<file path="config.mk">
export PLATFORM = sky130hd
export DESIGN_NAME = ignition_retard_burst_scheduler_core_flat
export DESIGN_NICKNAME = d
export VERILOG_FILES = /design/src/design/irbs_pkg.sv /design/src/design/irbs_if.sv /design/src/design/irbs_regs.sv /design/src/design/irbs_sched.sv /design/src/design/irbs_scale.sv /design/src/design/ignition_retard_burst_scheduler_core.sv /design/src/flat_wrapper.sv
export VERILOG_INCLUDE_DIRS = /design/src /design/src/design
export SDC_FILE = /design/constraint.sdc
export NUM_CORES = 2
export LEC_CHECK = 0
export BUFFER_PORTS_ARGS = -buffer_cell sky130_fd_sc_hd__buf_2
export CAP_MARGIN = 25
export CELL_PAD_IN_SITES_DETAIL_PLACEMENT = 0
export CELL_PAD_IN_SITES_GLOBAL_PLACEMENT = 2
export CORE_MARGIN = 2
export CORE_UTILIZATION = 45
export DETAILED_ROUTE_END_ITERATION = 6
export PLACE_DENSITY_LB_ADDON = 0.1
export SLEW_MARGIN = 20
export SYNTH_ARGS = -nofsm -noshare
export SYNTH_HDL_FRONTEND = slang
export SYNTH_SLANG_ARGS = --single-unit
</file>
<file path="constraint.sdc">
create_clock -name clk -period 13.7 [get_ports clk]
set_input_delay 0.685 -clock clk [delete_from_list [all_inputs] [get_ports clk]]
set_output_delay 0.685 -clock clk [all_outputs]
set_load 0.005 [all_outputs]
</file>
<file path="src/design/ignition_retard_burst_scheduler_core_defines.svh">
// Assertion macros shared by the scheduler RTL.
`ifndef IGNITION_RETARD_BURST_SCHEDULER_CORE_DEFINES_SVH
`define IGNITION_RETARD_BURST_SCHEDULER_CORE_DEFINES_SVH

`ifndef SYNTHESIS
// Checked property, disabled while reset is asserted.
`define IRBS_ASSERT(label, prop, msg) \
    label: assert property (@(posedge clk) disable iff (!rst_n) prop) else $error(msg);
// Checked property that also holds during reset.
`define IRBS_ASSERT_ALWAYS(label, prop, msg) \
    label: assert property (@(posedge clk) prop) else $error(msg);
`else
`define IRBS_ASSERT(label, prop, msg)
`define IRBS_ASSERT_ALWAYS(label, prop, msg)
`endif

`endif

</file>
<file path="src/design/irbs_pkg.sv">
`timescale 1ns / 1ps

package irbs_pkg;

    typedef enum logic [1:0] {
        MODE_OFF    = 2'd0,
        MODE_BURBLE = 2'd1,
        MODE_LAUNCH = 2'd2,
        MODE_DECEL  = 2'd3
    } mode_t;

    typedef enum logic [2:0] {
        REG_ENABLE   = 3'd0,
        REG_MODE     = 3'd1,
        REG_RPM_LOW  = 3'd2,
        REG_RPM_HIGH = 3'd3,
        REG_RETARD   = 3'd4,
        REG_WINDOW   = 3'd5,
        REG_JITTER   = 3'd6
    } reg_index_t;

    localparam int unsigned CFG_INDEX_W = 3;
    localparam int unsigned CFG_DATA_W  = 14;

    localparam logic [13:0] RST_RPM_LOW  = 14'd3000;
    localparam logic [13:0] RST_RPM_HIGH = 14'd7000;
    localparam logic [8:0]  RST_RETARD   = 9'd150;
    localparam logic [10:0] RST_WINDOW   = 11'd200;

    // Linear congruential generator and its two-step form, x2 = A*A*x + (A*C + C).
    localparam logic [31:0] LCG_MUL  = 32'd1664525;
    localparam logic [31:0] LCG_ADD  = 32'd1013904223;
    localparam logic [31:0] LCG_SEED = 32'hC0FFEE42;
    localparam logic [63:0] LCG_MUL_SQ = 64'(LCG_MUL) * 64'(LCG_MUL);
    localparam logic [63:0] LCG_ADD_SQ = 64'(LCG_MUL) * 64'(LCG_ADD) + 64'(LCG_ADD);
    localparam logic [31:0] LCG_MUL2 = LCG_MUL_SQ[31:0];
    localparam logic [31:0] LCG_ADD2 = LCG_ADD_SQ[31:0];

    localparam logic [31:0]        SAMPLE_MS   = 32'd100;
    localparam logic signed [16:0] DROP_RPM    = 17'sd500;
    localparam logic [7:0]         BURBLE_ODDS = 8'd64;
    localparam logic [8:0]         JIT_BASE    = 9'd255;
    localparam logic [17:0]        JIT_ROUND   = 18'd255;

    // Division by 510 through a reciprocal; exact for products below 2^18.
    localparam int unsigned DIV_DEN   = 510;
    localparam int unsigned DIV_SHIFT = 27;
    localparam int unsigned DIV_K     = ((1 << DIV_SHIFT) + DIV_DEN - 1) / DIV_DEN;
    localparam int unsigned DIV_K_W   = 19;

    typedef struct packed {
        logic        enable;
        mode_t       mode;
        logic [13:0] rpm_low;
        logic [13:0] rpm_high;
        logic [8:0]  retard_tenths;
        logic [10:0] window_ms;
        logic        random_jitter;
    } cfg_t;

    typedef struct packed {
        logic [15:0] engine_rpm;
        logic [31:0] now_ms;
        logic        launch_active;
    } sample_t;

    typedef struct packed {
        logic       active;
        logic       jitter;
        logic [7:0] r;
        logic [8:0] retard;
    } decision_t;

    typedef struct packed {
        logic       active;
        logic [8:0] amount;
    } result_t;

endpackage

</file>
<file path="src/design/irbs_if.sv">
`timescale 1ns / 1ps

interface irbs_in_if;
    logic        valid;
    logic        ready;
    logic [15:0] engine_rpm;
    logic [31:0] now_ms;
    logic        launch_active;

    modport source (output valid, output engine_rpm, output now_ms, output launch_active,
                    input ready);
    modport sink   (input valid, input engine_rpm, input now_ms, input launch_active,
                    output ready);
endinterface

interface irbs_out_if;
    logic       valid;
    logic       ready;
    logic       retard_active;
    logic [8:0] retard_out;

    modport source (output valid, output retard_active, output retard_out, input ready);
    modport sink   (input valid, input retard_active, input retard_out, output ready);
endinterface

interface irbs_cfg_if;
    logic                               valid;
    logic                               ready;
    logic [irbs_pkg::CFG_INDEX_W-1:0]   index;
    logic [irbs_pkg::CFG_DATA_W-1:0]    data;

    modport source (output valid, output index, output data, input ready);
    modport sink   (input valid, input index, input data, output ready);
endinterface

</file>
<file path="src/design/irbs_regs.sv">
`timescale 1ns / 1ps

module irbs_regs
(
    input  logic              clk,
    input  logic              rst_n,
    irbs_cfg_if.sink          cfg,
    output irbs_pkg::cfg_t    regs,
    output logic              deadline_clr
);

    irbs_pkg::cfg_t regs_reg;
    logic           wr;

    assign cfg.ready = 1'b1;
    assign wr        = cfg.valid;
    assign regs      = regs_reg;

    // Turning the block off or changing the mode drops any open window.
    assign deadline_clr = wr && (((cfg.index == irbs_pkg::REG_ENABLE) && !cfg.data[0])
                                 || (cfg.index == irbs_pkg::REG_MODE));

    always_ff @(posedge clk or negedge rst_n)
    begin
        if (!rst_n)
        begin
            regs_reg.enable        <= 1'b0;
            regs_reg.mode          <= irbs_pkg::MODE_OFF;
            regs_reg.rpm_low       <= irbs_pkg::RST_RPM_LOW;
            regs_reg.rpm_high      <= irbs_pkg::RST_RPM_HIGH;
            regs_reg.retard_tenths <= irbs_pkg::RST_RETARD;
            regs_reg.window_ms     <= irbs_pkg::RST_WINDOW;
            regs_reg.random_jitter <= 1'b1;
        end
        else if (wr)
        begin
            case (cfg.index)
                irbs_pkg::REG_ENABLE:   regs_reg.enable        <= cfg.data[0];
                irbs_pkg::REG_MODE:     regs_reg.mode          <= irbs_pkg::mode_t'(cfg.data[1:0]);
                irbs_pkg::REG_RPM_LOW:  regs_reg.rpm_low       <= cfg.data[13:0];
                irbs_pkg::REG_RPM_HIGH: regs_reg.rpm_high      <= cfg.data[13:0];
                irbs_pkg::REG_RETARD:   regs_reg.retard_tenths <= cfg.data[8:0];
                irbs_pkg::REG_WINDOW:   regs_reg.window_ms     <= cfg.data[10:0];
                irbs_pkg::REG_JITTER:   regs_reg.random_jitter <= cfg.data[0];
                default:                ;
            endcase
        end
    end

endmodule

</file>
<file path="src/design/irbs_sched.sv">
`timescale 1ns / 1ps
`include "ignition_retard_burst_scheduler_core_defines.svh"

module irbs_sched
(
    input  logic                 clk,
    input  logic                 rst_n,
    input  logic                 fire,
    input  irbs_pkg::sample_t    item,
    input  irbs_pkg::cfg_t       regs,
    input  logic                 deadline_clr,
    output irbs_pkg::decision_t  dec
);

    logic [31:0]        lcg_reg;
    logic [31:0]        deadline_reg;
    logic [31:0]        last_time_reg;
    logic [15:0]        last_rpm_reg;
    irbs_pkg::decision_t dec_reg;

    logic [31:0]        lcg_next;
    logic [31:0]        x1;
    logic [31:0]        x2;
    logic [31:0]        dt;
    logic [31:0]        ahead_diff;
    logic [31:0]        new_deadline;
    logic signed [16:0] drop;
    logic               running;
    logic               in_band;
    logic               burble_sample;
    logic               decel_sample;
    logic               set_deadline;
    logic               ahead;
    logic               act;
    logic               jit_step;
    logic [7:0]         r;

    // One and two generator steps are evaluated side by side.
    assign x1 = lcg_reg * irbs_pkg::LCG_MUL + irbs_pkg::LCG_ADD;
    assign x2 = lcg_reg * irbs_pkg::LCG_MUL2 + irbs_pkg::LCG_ADD2;

    assign running = regs.enable && (regs.mode != irbs_pkg::MODE_OFF);
    assign in_band = (item.engine_rpm >= {2'b00, regs.rpm_low})
                  && (item.engine_rpm <= {2'b00, regs.rpm_high});
    assign dt      = item.now_ms - last_time_reg;
    assign drop    = $signed({1'b0, last_rpm_reg}) - $signed({1'b0, item.engine_rpm});

    assign burble_sample = running && (regs.mode == irbs_pkg::MODE_BURBLE) && in_band
                        && (dt >= irbs_pkg::SAMPLE_MS);
    assign decel_sample  = running && (regs.mode == irbs_pkg::MODE_DECEL) && !dt[31]
                        && (dt >= irbs_pkg::SAMPLE_MS);

    assign set_deadline = (burble_sample && (x1[31:24] < irbs_pkg::BURBLE_ODDS))
                       || (decel_sample && in_band && (drop > irbs_pkg::DROP_RPM));
    assign new_deadline = item.now_ms + {21'b0, regs.window_ms};
    assign ahead_diff   = item.now_ms - deadline_reg;

    // A window opened at this very tick lies ahead unless its length is zero.
    assign ahead = set_deadline ? (regs.window_ms != 11'd0) : ahead_diff[31];

    always_comb
    begin
        act = 1'b0;
        case (regs.mode)
            irbs_pkg::MODE_BURBLE: act = in_band && ahead;
            irbs_pkg::MODE_LAUNCH: act = in_band && item.launch_active;
            irbs_pkg::MODE_DECEL:  act = in_band && ahead;
            default:               act = 1'b0;
        endcase
        if (!regs.enable)
        begin
            act = 1'b0;
        end
    end

    assign jit_step = act && regs.random_jitter;

    always_comb
    begin
        if (burble_sample)
        begin
            lcg_next = jit_step ? x2 : x1;
            r        = x2[23:16];
        end
        else
        begin
            lcg_next = jit_step ? x1 : lcg_reg;
            r        = x1[23:16];
        end
    end

    always_ff @(posedge clk or negedge rst_n)
    begin
        if (!rst_n)
        begin
            lcg_reg       <= irbs_pkg::LCG_SEED;
            deadline_reg  <= '0;
            last_time_reg <= '0;
            last_rpm_reg  <= '0;
        end
        else
        begin
            if (fire)
            begin
                lcg_reg <= lcg_next;
                if (burble_sample || decel_sample)
                begin
                    last_time_reg <= item.now_ms;
                end
                if (decel_sample)
                begin
                    last_rpm_reg <= item.engine_rpm;
                end
                if (set_deadline)
                begin
                    deadline_reg <= new_deadline;
                end
            end
            if (deadline_clr)
            begin
                deadline_reg <= '0;
            end
        end
    end

    always_ff @(posedge clk)
    begin
        if (fire)
        begin
            dec_reg.active <= act;
            dec_reg.jitter <= regs.random_jitter;
            dec_reg.r      <= r;
            dec_reg.retard <= regs.retard_tenths;
        end
    end

    assign dec = dec_reg;

    `IRBS_ASSERT(a_deadline_clear, deadline_clr |=> (deadline_reg == 32'd0),
                 "window deadline not cleared by configuration write")
    `IRBS_ASSERT(a_decel_sample, (fire && decel_sample) |=>
                 ((last_rpm_reg == $past(item.engine_rpm))
                  && (last_time_reg == $past(item.now_ms))),
                 "decel sample not recorded")

endmodule

</file>
<file path="src/design/irbs_scale.sv">
`timescale 1ns / 1ps

module irbs_scale
(
    input  logic                 clk,
    input  logic                 load,
    input  irbs_pkg::decision_t  dec,
    output irbs_pkg::result_t    res
);

    localparam int unsigned PROD_W = 18;
    localparam int unsigned QP_W   = PROD_W + irbs_pkg::DIV_K_W;

    logic              active_reg;
    logic              jitter_reg;
    logic [8:0]        retard_reg;
    logic [PROD_W-1:0] prod_reg;

    logic [PROD_W-1:0] prod_next;
    logic [8:0]        factor;
    logic [QP_W-1:0]   qp;
    logic [8:0]        quot;

    // retard * (255 + r) + 255, rounded division by 510 follows in the next stage.
    assign factor    = irbs_pkg::JIT_BASE + {1'b0, dec.r};
    assign prod_next = PROD_W'({9'b0, dec.retard} * {9'b0, factor}) + irbs_pkg::JIT_ROUND;

    always_ff @(posedge clk)
    begin
        if (load)
        begin
            active_reg <= dec.active;
            jitter_reg <= dec.jitter;
            retard_reg <= dec.retard;
            prod_reg   <= prod_next;
        end
    end

    assign qp   = QP_W'(prod_reg) * QP_W'(irbs_pkg::DIV_K);
    assign quot = qp[irbs_pkg::DIV_SHIFT +: 9];

    assign res.active = active_reg;
    assign res.amount = !active_reg ? 9'd0 : (jitter_reg ? quot : retard_reg);

endmodule

</file>
<file path="src/design/ignition_retard_burst_scheduler_core.sv">
// Registers on a request's path: input, decision, jitter product, result.
// Throughput: one request per cycle while results are taken; the rate is set by the
// decision stage, updating generator, sample time and window deadline per request.
// Reset (rst_n low, asynchronous): configuration registers take their reset values,
// the generator is reseeded, deadline and sample history clear, and the pipeline empties.
`timescale 1ns / 1ps
`include "ignition_retard_burst_scheduler_core_defines.svh"

module ignition_retard_burst_scheduler_core
(
    input  logic         clk,
    input  logic         rst_n,
    irbs_in_if.sink      sample,
    irbs_out_if.source   result,
    irbs_cfg_if.sink     cfg
);

    // Pipeline:
    //   stage 0  input register holding the accepted request
    //   stage 1  decision register; the scheduler state is updated as a request enters it
    //   stage 2  jitter product register
    //   output   result register, with the reciprocal division in front of it
    // Each stage takes a new request when it is empty or when it passes its own on, so
    // bubbles close up and a request is taken even while a result waits to be read.

    irbs_pkg::cfg_t      regs;
    logic                deadline_clr;
    irbs_pkg::sample_t   s0_reg;
    irbs_pkg::decision_t dec;
    irbs_pkg::result_t   res;

    logic       v0_reg;
    logic       v1_reg;
    logic       v2_reg;
    logic       out_v_reg;
    logic       out_active_reg;
    logic [8:0] out_amount_reg;

    logic rdy_out;
    logic rdy2;
    logic rdy1;
    logic rdy0;
    logic take0;
    logic fire1;
    logic load2;
    logic load_out;

    assign rdy_out = !out_v_reg || result.ready;
    assign rdy2    = !v2_reg || rdy_out;
    assign rdy1    = !v1_reg || rdy2;
    assign rdy0    = !v0_reg || rdy1;

    assign take0    = sample.valid && rdy0;
    assign fire1    = v0_reg && rdy1;
    assign load2    = v1_reg && rdy2;
    assign load_out = v2_reg && rdy_out;

    assign sample.ready = rdy0;

    irbs_regs u_regs
    (
        .clk          (clk),
        .rst_n        (rst_n),
        .cfg          (cfg),
        .regs         (regs),
        .deadline_clr (deadline_clr)
    );

    // Stage 0: the accepted request.
    always_ff @(posedge clk)
    begin
        if (take0)
        begin
            s0_reg.engine_rpm    <= sample.engine_rpm;
            s0_reg.now_ms        <= sample.now_ms;
            s0_reg.launch_active <= sample.launch_active;
        end
    end

    // Stage 1: mode logic, window bookkeeping and the random draw.
    irbs_sched u_sched
    (
        .clk          (clk),
        .rst_n        (rst_n),
        .fire         (fire1),
        .item         (s0_reg),
        .regs         (regs),
        .deadline_clr (deadline_clr),
        .dec          (dec)
    );

    // Stage 2 and the division that feeds the result register.
    irbs_scale u_scale
    (
        .clk  (clk),
        .load (load2),
        .dec  (dec),
        .res  (res)
    );

    always_ff @(posedge clk or negedge rst_n)
    begin
        if (!rst_n)
        begin
            v0_reg    <= 1'b0;
            v1_reg    <= 1'b0;
            v2_reg    <= 1'b0;
            out_v_reg <= 1'b0;
        end
        else
        begin
            if (rdy0)
            begin
                v0_reg <= sample.valid;
            end
            if (rdy1)
            begin
                v1_reg <= v0_reg;
            end
            if (rdy2)
            begin
                v2_reg <= v1_reg;
            end
            if (rdy_out)
            begin
                out_v_reg <= v2_reg;
            end
        end
    end

    always_ff @(posedge clk)
    begin
        if (load_out)
        begin
            out_active_reg <= res.active;
            out_amount_reg <= res.amount;
        end
    end

    assign result.valid         = out_v_reg;
    assign result.retard_active = out_active_reg;
    assign result.retard_out    = out_amount_reg;

    // The input side only stalls once every stage holds a request.
    `IRBS_ASSERT(a_full_when_stalled, !sample.ready |->
                 (v0_reg && v1_reg && v2_reg && out_v_reg),
                 "input stalled while the pipeline has room")
    // An inactive result carries no retard.
    `IRBS_ASSERT(a_inactive_zero, (out_v_reg && !out_active_reg) |->
                 (out_amount_reg == 9'd0),
                 "inactive result with nonzero retard")
    // A result leaves only when it was taken.
    `IRBS_ASSERT(a_out_drop, $fell(out_v_reg) |-> $past(result.ready),
                 "result dropped without being taken")
    `IRBS_ASSERT_ALWAYS(a_reset_empty, !rst_n |-> (!v0_reg && !v1_reg && !v2_reg && !out_v_reg),
                 "pipeline not empty in reset")

endmodule
</file>
<file path="src/flat_wrapper.sv">
// flat-port wrapper written by rule: the top's interface ports become plain ports
module ignition_retard_burst_scheduler_core_flat 
  (clk, rst_n, sample_valid, sample_engine_rpm, sample_now_ms, sample_launch_active, sample_ready, result_valid, result_retard_active, result_retard_out, result_ready, cfg_valid, cfg_index, cfg_data, cfg_ready);
  irbs_in_if sample_i ();
  irbs_out_if result_i ();
  irbs_cfg_if cfg_i ();
  input  logic clk;
  input  logic rst_n;
  input wire logic [$bits(sample_i.valid)-1:0] sample_valid;
  input wire logic [$bits(sample_i.engine_rpm)-1:0] sample_engine_rpm;
  input wire logic [$bits(sample_i.now_ms)-1:0] sample_now_ms;
  input wire logic [$bits(sample_i.launch_active)-1:0] sample_launch_active;
  output wire logic [$bits(sample_i.ready)-1:0] sample_ready;
  output wire logic [$bits(result_i.valid)-1:0] result_valid;
  output wire logic [$bits(result_i.retard_active)-1:0] result_retard_active;
  output wire logic [$bits(result_i.retard_out)-1:0] result_retard_out;
  input wire logic [$bits(result_i.ready)-1:0] result_ready;
  input wire logic [$bits(cfg_i.valid)-1:0] cfg_valid;
  input wire logic [$bits(cfg_i.index)-1:0] cfg_index;
  input wire logic [$bits(cfg_i.data)-1:0] cfg_data;
  output wire logic [$bits(cfg_i.ready)-1:0] cfg_ready;
  assign sample_i.valid = sample_valid;
  assign sample_i.engine_rpm = sample_engine_rpm;
  assign sample_i.now_ms = sample_now_ms;
  assign sample_i.launch_active = sample_launch_active;
  assign sample_ready = sample_i.ready;
  assign result_valid = result_i.valid;
  assign result_retard_active = result_i.retard_active;
  assign result_retard_out = result_i.retard_out;
  assign result_i.ready = result_ready;
  assign cfg_i.valid = cfg_valid;
  assign cfg_i.index = cfg_index;
  assign cfg_i.data = cfg_data;
  assign cfg_ready = cfg_i.ready;
  ignition_retard_burst_scheduler_core u_core (.clk(clk), .rst_n(rst_n), .sample(sample_i), .result(result_i), .cfg(cfg_i));
endmodule
</file>
==> run_summary.xml <==
<?xml version="1.0" encoding="UTF-8"?>
<metrics>
  <group name="critical_path">
    <metric name="endpoint_kind" unit="">flop</metric>
    <metric name="cp_data_required_time" unit="ps">14100</metric>
    <metric name="r2r_cells" unit="">27</metric>
    <metric name="timing.rr.start" unit="">u_core.u_sched.lcg_reg[2]$_DFFE_PN0P_</metric>
    <metric name="end_of_the_worst_register_to_register_path" unit="">u_core.u_sched.lcg_reg[8]$_DFFE_PN0P_</metric>
    <metric name="worst_path_arrival" unit="ps">9830</metric>
    <metric name="endpoint" unit="">u_core.u_sched.lcg_reg[8]$_DFFE_PN0P_</metric>
    <metric name="crit_path_start" unit="">u_core.u_sched.lcg_reg[2]$_DFFE_PN0P_</metric>
    <metric name="critical_path.max_fanout" unit="">31</metric>
    <metric name="start_kind" unit="">flop</metric>
    <metric name="path_class" unit="">flop to flop</metric>
    <metric name="r2r_slack" unit="ps">4270</metric>
  </group>
  <group name="final_layout">
    <metric name="max_ffs_per_register" unit="">52</metric>
    <metric name="syn_to_final_growth" unit="%">7.76</metric>
    <metric name="post_route_cells_drive_above_1_share" unit="%">8.58</metric>
    <metric name="num-nets-final" unit="">4757</metric>
    <metric name="n_antenna_cell" unit="">0</metric>
  </group>
  <group name="sta">
    <metric name="report.final.hold_viol_count" unit="">0</metric>
    <metric name="fmax" unit="MHz">106</metric>
    <metric name="finClkSkew" unit="ps">32.4</metric>
    <metric name="worst-slew-pin-transition" unit="ps">1030</metric>
    <metric name="final-max-slew-violation-count" unit="">0</metric>
    <metric name="final.setup.tns" unit="ps">0</metric>
    <metric name="setup-violations-final" unit="">0</metric>
    <metric name="fin_crit" unit="ps">9430</metric>
    <metric name="worst_slew_margin_rel" unit="%">31.3</metric>
    <metric name="ratio_of_final_minimum_period_to_clock_period" unit="%">68.8</metric>
    <metric name="rsz0062_at_grt" unit="">no</metric>
  </group>
  <group name="die">
    <metric name="num_io_pins" unit="">84</metric>
    <metric name="die-width" unit="um">286</metric>
    <metric name="area_inside_the_core_boundary" unit="sq um">78900</metric>
    <metric name="dieArea" unit="sq um">81800</metric>
    <metric name="rows" unit="">103</metric>
    <metric name="die_height" unit="um">286</metric>
    <metric name="initial_core_util" unit="%">45.4</metric>
  </group>
  <group name="place">
    <metric name="detailed_place_hpwl" unit="um">84500</metric>
    <metric name="port-buffer-count" unit="">82</metric>
    <metric name="gp_congestion" unit="">0.966</metric>
  </group>
  <group name="synth">
    <metric name="syn-mean-instance-area" unit="sq um">9.83</metric>
    <metric name="synth.top_cell.area_share" unit="%">21.0</metric>
    <metric name="synth_area_leaders" unit="">sky130_fd_sc_hd__fa_1, sky130_fd_sc_hd__ha_1, sky130_fd_sc_hd__edfxtp_1</metric>
    <metric name="yosys_warnings" unit="">0</metric>
    <metric name="synth-main-ff-cell" unit="">sky130_fd_sc_hd__dfrtp_1</metric>
    <metric name="post_synth_instance_area" unit="sq um">35800</metric>
    <metric name="ys_types" unit="">85</metric>
    <metric name="netlist.top_cell.by_area" unit="">sky130_fd_sc_hd__fa_1</metric>
    <metric name="synthesis.instances" unit="">3641</metric>
    <metric name="synth.yosys.seq_area_share" unit="%">20.9</metric>
    <metric name="synth-async-reset-ratio" unit="%">61.1</metric>
    <metric name="synth.ff_latch_count" unit="">275</metric>
    <metric name="synth_edf_count" unit="">107</metric>
    <metric name="synth_nets" unit="">4685</metric>
  </group>
  <group name="clock_network">
    <metric name="tritoncts_num_sinks" unit="">275</metric>
    <metric name="post_cts.repair.setup_buffers" unit="">0</metric>
    <metric name="clockBufferDepth" unit="">3</metric>
    <metric name="cts_buffers" unit="">36</metric>
    <metric name="holdBufCountCts" unit="">0</metric>
    <metric name="clk_pin_slew_worst_paths" unit="ps">60</metric>
    <metric name="clock_latency" unit="ps">580</metric>
    <metric name="clock-root-buffer" unit="">sky130_fd_sc_hd__clkbuf_16</metric>
    <metric name="tritoncts" unit="">done</metric>
    <metric name="cts_resized" unit="">0</metric>
    <metric name="ctsHtreeMaxLevel" unit="">2</metric>
  </group>
  <group name="drt">
    <metric name="total_routed_wirelength" unit="um">101000</metric>
    <metric name="route.detailed.drc" unit="">0</metric>
    <metric name="route.detailed.vias_per_inst" unit="">5.31</metric>
    <metric name="detail_route.iter0.violations" unit="">1394</metric>
    <metric name="drtPass1Iterations" unit="">7</metric>
    <metric name="avgRoutedWirePerCell" unit="um">21.1</metric>
    <metric name="vias" unit="">25400</metric>
    <metric name="detail-route-antenna-nets" unit="">0</metric>
  </group>
  <group name="global_route">
    <metric name="antenna_violations_before_repair" unit="">1</metric>
    <metric name="grt_pass1_vias" unit="">26900</metric>
    <metric name="grt_pass1_wl" unit="um">160000</metric>
    <metric name="pin_count_of_the_biggest_net_entering_global_routing" unit="">58</metric>
    <metric name="globalRouteTotalUtil" unit="%">25.6</metric>
    <metric name="grt_overflow" unit="">0</metric>
  </group>
  <group name="job">
    <metric name="max_cap_viol_count" unit="">0</metric>
  </group>
  <group name="min_path">
    <metric name="hp-class" unit="">input port to asynchronous set/reset pin</metric>
  </group>
  <group name="status">
    <metric name="outcome" unit="">finished, final reports clean</metric>
  </group>
</metrics>
-- cell usage after synthesis (8+ instances only) --
| library cell | instances |
|---|---|
| sky130_fd_sc_hd__mux2i_1 | 47 |
| sky130_fd_sc_hd__and2_1 | 31 |
| sky130_fd_sc_hd__nand4_1 | 29 |
| sky130_fd_sc_hd__o31ai_1 | 10 |
| sky130_fd_sc_hd__o2111ai_1 | 14 |
| sky130_fd_sc_hd__nor3b_1 | 8 |
| sky130_fd_sc_hd__nor4_1 | 18 |
| sky130_fd_sc_hd__nand3b_1 | 10 |
| sky130_fd_sc_hd__inv_1 | 837 |
| sky130_fd_sc_hd__a211oi_1 | 42 |
| sky130_fd_sc_hd__a31oi_1 | 18 |
| sky130_fd_sc_hd__nand2_1 | 161 |
| sky130_fd_sc_hd__nor2_1 | 143 |
| sky130_fd_sc_hd__or3_1 | 14 |
| sky130_fd_sc_hd__nor3_1 | 43 |
| sky130_fd_sc_hd__a21o_1 | 49 |
| sky130_fd_sc_hd__dfstp_2 | 40 |
| sky130_fd_sc_hd__xnor2_1 | 131 |
| sky130_fd_sc_hd__fa_1 | 376 |
| sky130_fd_sc_hd__buf_2 | 8 |
| sky130_fd_sc_hd__nand2b_1 | 35 |
| sky130_fd_sc_hd__ha_1 | 597 |
| sky130_fd_sc_hd__mux2_2 | 78 |
| sky130_fd_sc_hd__clkbuf_1 | 50 |
| sky130_fd_sc_hd__nand3_1 | 49 |
| sky130_fd_sc_hd__and3_1 | 13 |
| sky130_fd_sc_hd__mux2_1 | 15 |
| sky130_fd_sc_hd__o221ai_2 | 8 |
| sky130_fd_sc_hd__o21bai_1 | 25 |
| sky130_fd_sc_hd__edfxtp_1 | 107 |
| sky130_fd_sc_hd__dfrtp_1 | 128 |
| sky130_fd_sc_hd__or2_2 | 11 |
| sky130_fd_sc_hd__o211ai_1 | 10 |
| sky130_fd_sc_hd__nor2b_1 | 49 |
| sky130_fd_sc_hd__a2111oi_0 | 9 |
| sky130_fd_sc_hd__o21ai_0 | 112 |
| sky130_fd_sc_hd__o21a_1 | 39 |
| sky130_fd_sc_hd__xor2_1 | 52 |
| sky130_fd_sc_hd__a21oi_1 | 124 |
-- metrics by stage --
step	setup WS (ps)	hold WS (ps)	util (%)	area [sq um]	std cells
2_1_floorplan	5470	389	-	35800	3641
3_3_place_gp	4400	435	47.4	37400	4724
3_5_place_dp	4300	439	47.4	37400	4725
4_1_cts	4250	93.0	48.9	38600	4791
5_1_grt	3620	97.7	48.9	38600	4791
6_report	4270	65.2	48.9	38600	4791
-- placed cells by master, fill, tap and decap left out, types with 42 or more instances in the layout --
cell and n:
sky130_fd_sc_hd__buf_2 82, sky130_fd_sc_hd__xor2_1 52, sky130_fd_sc_hd__nand3_1 49, sky130_fd_sc_hd__dfrtp_1 128, sky130_fd_sc_hd__mux2i_1 47, sky130_fd_sc_hd__xnor2_1 131, sky130_fd_sc_hd__a21oi_1 124, sky130_fd_sc_hd__inv_1 837
sky130_fd_sc_hd__a21o_1 49, sky130_fd_sc_hd__mux2_2 78, sky130_fd_sc_hd__nor2b_1 49, sky130_fd_sc_hd__nor2_1 143, sky130_fd_sc_hd__nand2_1 161, sky130_fd_sc_hd__a211oi_1 42, sky130_fd_sc_hd__edfxtp_1 107, sky130_fd_sc_hd__ha_1 597
sky130_fd_sc_hd__o21ai_0 112, sky130_fd_sc_hd__nor3_1 42, sky130_fd_sc_hd__fa_1 376
-- per-layer routing --
layer	wire length, um	vias to the layer above	GRT usage (%)	share of wire [%]
met3	3540	120	2.90	3.5
met1	46800	12700	35.2	46
met4	2670	0	6.54	2.6
li1	-	12200	-	-
met2	47900	475	42.8	47
met5	0	-	0	0
-- cells by family after synthesis --
family / after synthesis / share of synthesized area, %
fa+ha+maj: 973 / 41.9
buf+inv: 904 / 9.61
simple gates: 643 / 9.11
compound gates: 522 / 9.81
flops: 275 / 20.9
xor+xnor: 183 / 4.48
mux: 140 / 4.24
other cells: 1 / 0.0105
-- cell type report --
class | instances | area [sq um]
fill | 7614 | 40300
multi-input combinational | 2462 | 24900
sequential | 275 | 7470
inverter | 838 | 3150
tap | 1050 | 1310
clock buffer | 50 | 1030
timing repair buffer | 100 | 552
clock inverter | 16 | 139
-- critical path, stage by stage, from the launching register on --
cell                       delay, ps
sky130_fd_sc_hd__dfrtp_1         680
sky130_fd_sc_hd__inv_1           360
sky130_fd_sc_hd__ha_1            650
sky130_fd_sc_hd__inv_1           110
sky130_fd_sc_hd__fa_1            500
sky130_fd_sc_hd__fa_1            570
sky130_fd_sc_hd__fa_1            580
sky130_fd_sc_hd__inv_1            60
sky130_fd_sc_hd__fa_1            540
sky130_fd_sc_hd__inv_1            60
sky130_fd_sc_hd__fa_1            540
sky130_fd_sc_hd__inv_1            60
sky130_fd_sc_hd__fa_1            540
sky130_fd_sc_hd__inv_1            40
sky130_fd_sc_hd__ha_1            420
sky130_fd_sc_hd__nand2_1          80
sky130_fd_sc_hd__nor3_1          300
sky130_fd_sc_hd__and3_1          210
sky130_fd_sc_hd__o211ai_1         90
sky130_fd_sc_hd__nand3_1         200
sky130_fd_sc_hd__a211oi_1        110
sky130_fd_sc_hd__a311o_1         360
sky130_fd_sc_hd__nor4b_1         470
sky130_fd_sc_hd__nor3_1          140
sky130_fd_sc_hd__o211ai_1        200
sky130_fd_sc_hd__buf_4           550
sky130_fd_sc_hd__or2_1           650
sky130_fd_sc_hd__o221ai_2        180
-- how the worst min path moves through the flow --
stage,from,end,cells after the start
3_3_place_gp,u_core.u_regs.regs[12]$_DFFE_PN0P_,u_core.u_sched.dec[0]$_DFFE_PP_,0
5_1_grt,rst_n,u_core.u_sched.deadline_reg[25]$_DFFE_PN0P_,1
6_report,rst_n,u_core.u_sched.deadline_reg[19]$_DFFE_PN0P_,1
4_1_cts,rst_n,u_core.u_sched.deadline_reg[19]$_DFFE_PN0P_,1
3_5_place_dp,u_core.u_regs.regs[15]$_DFFE_PN0P_,u_core.u_sched.dec[3]$_DFFE_PP_,0
2_1_floorplan,rst_n,u_core.result.valid$_DFFE_PN0P_,0
Power is left out: the tool's default activity adds up to more than one toggle a clock period on the data nets, which glitch-free logic cannot reach.
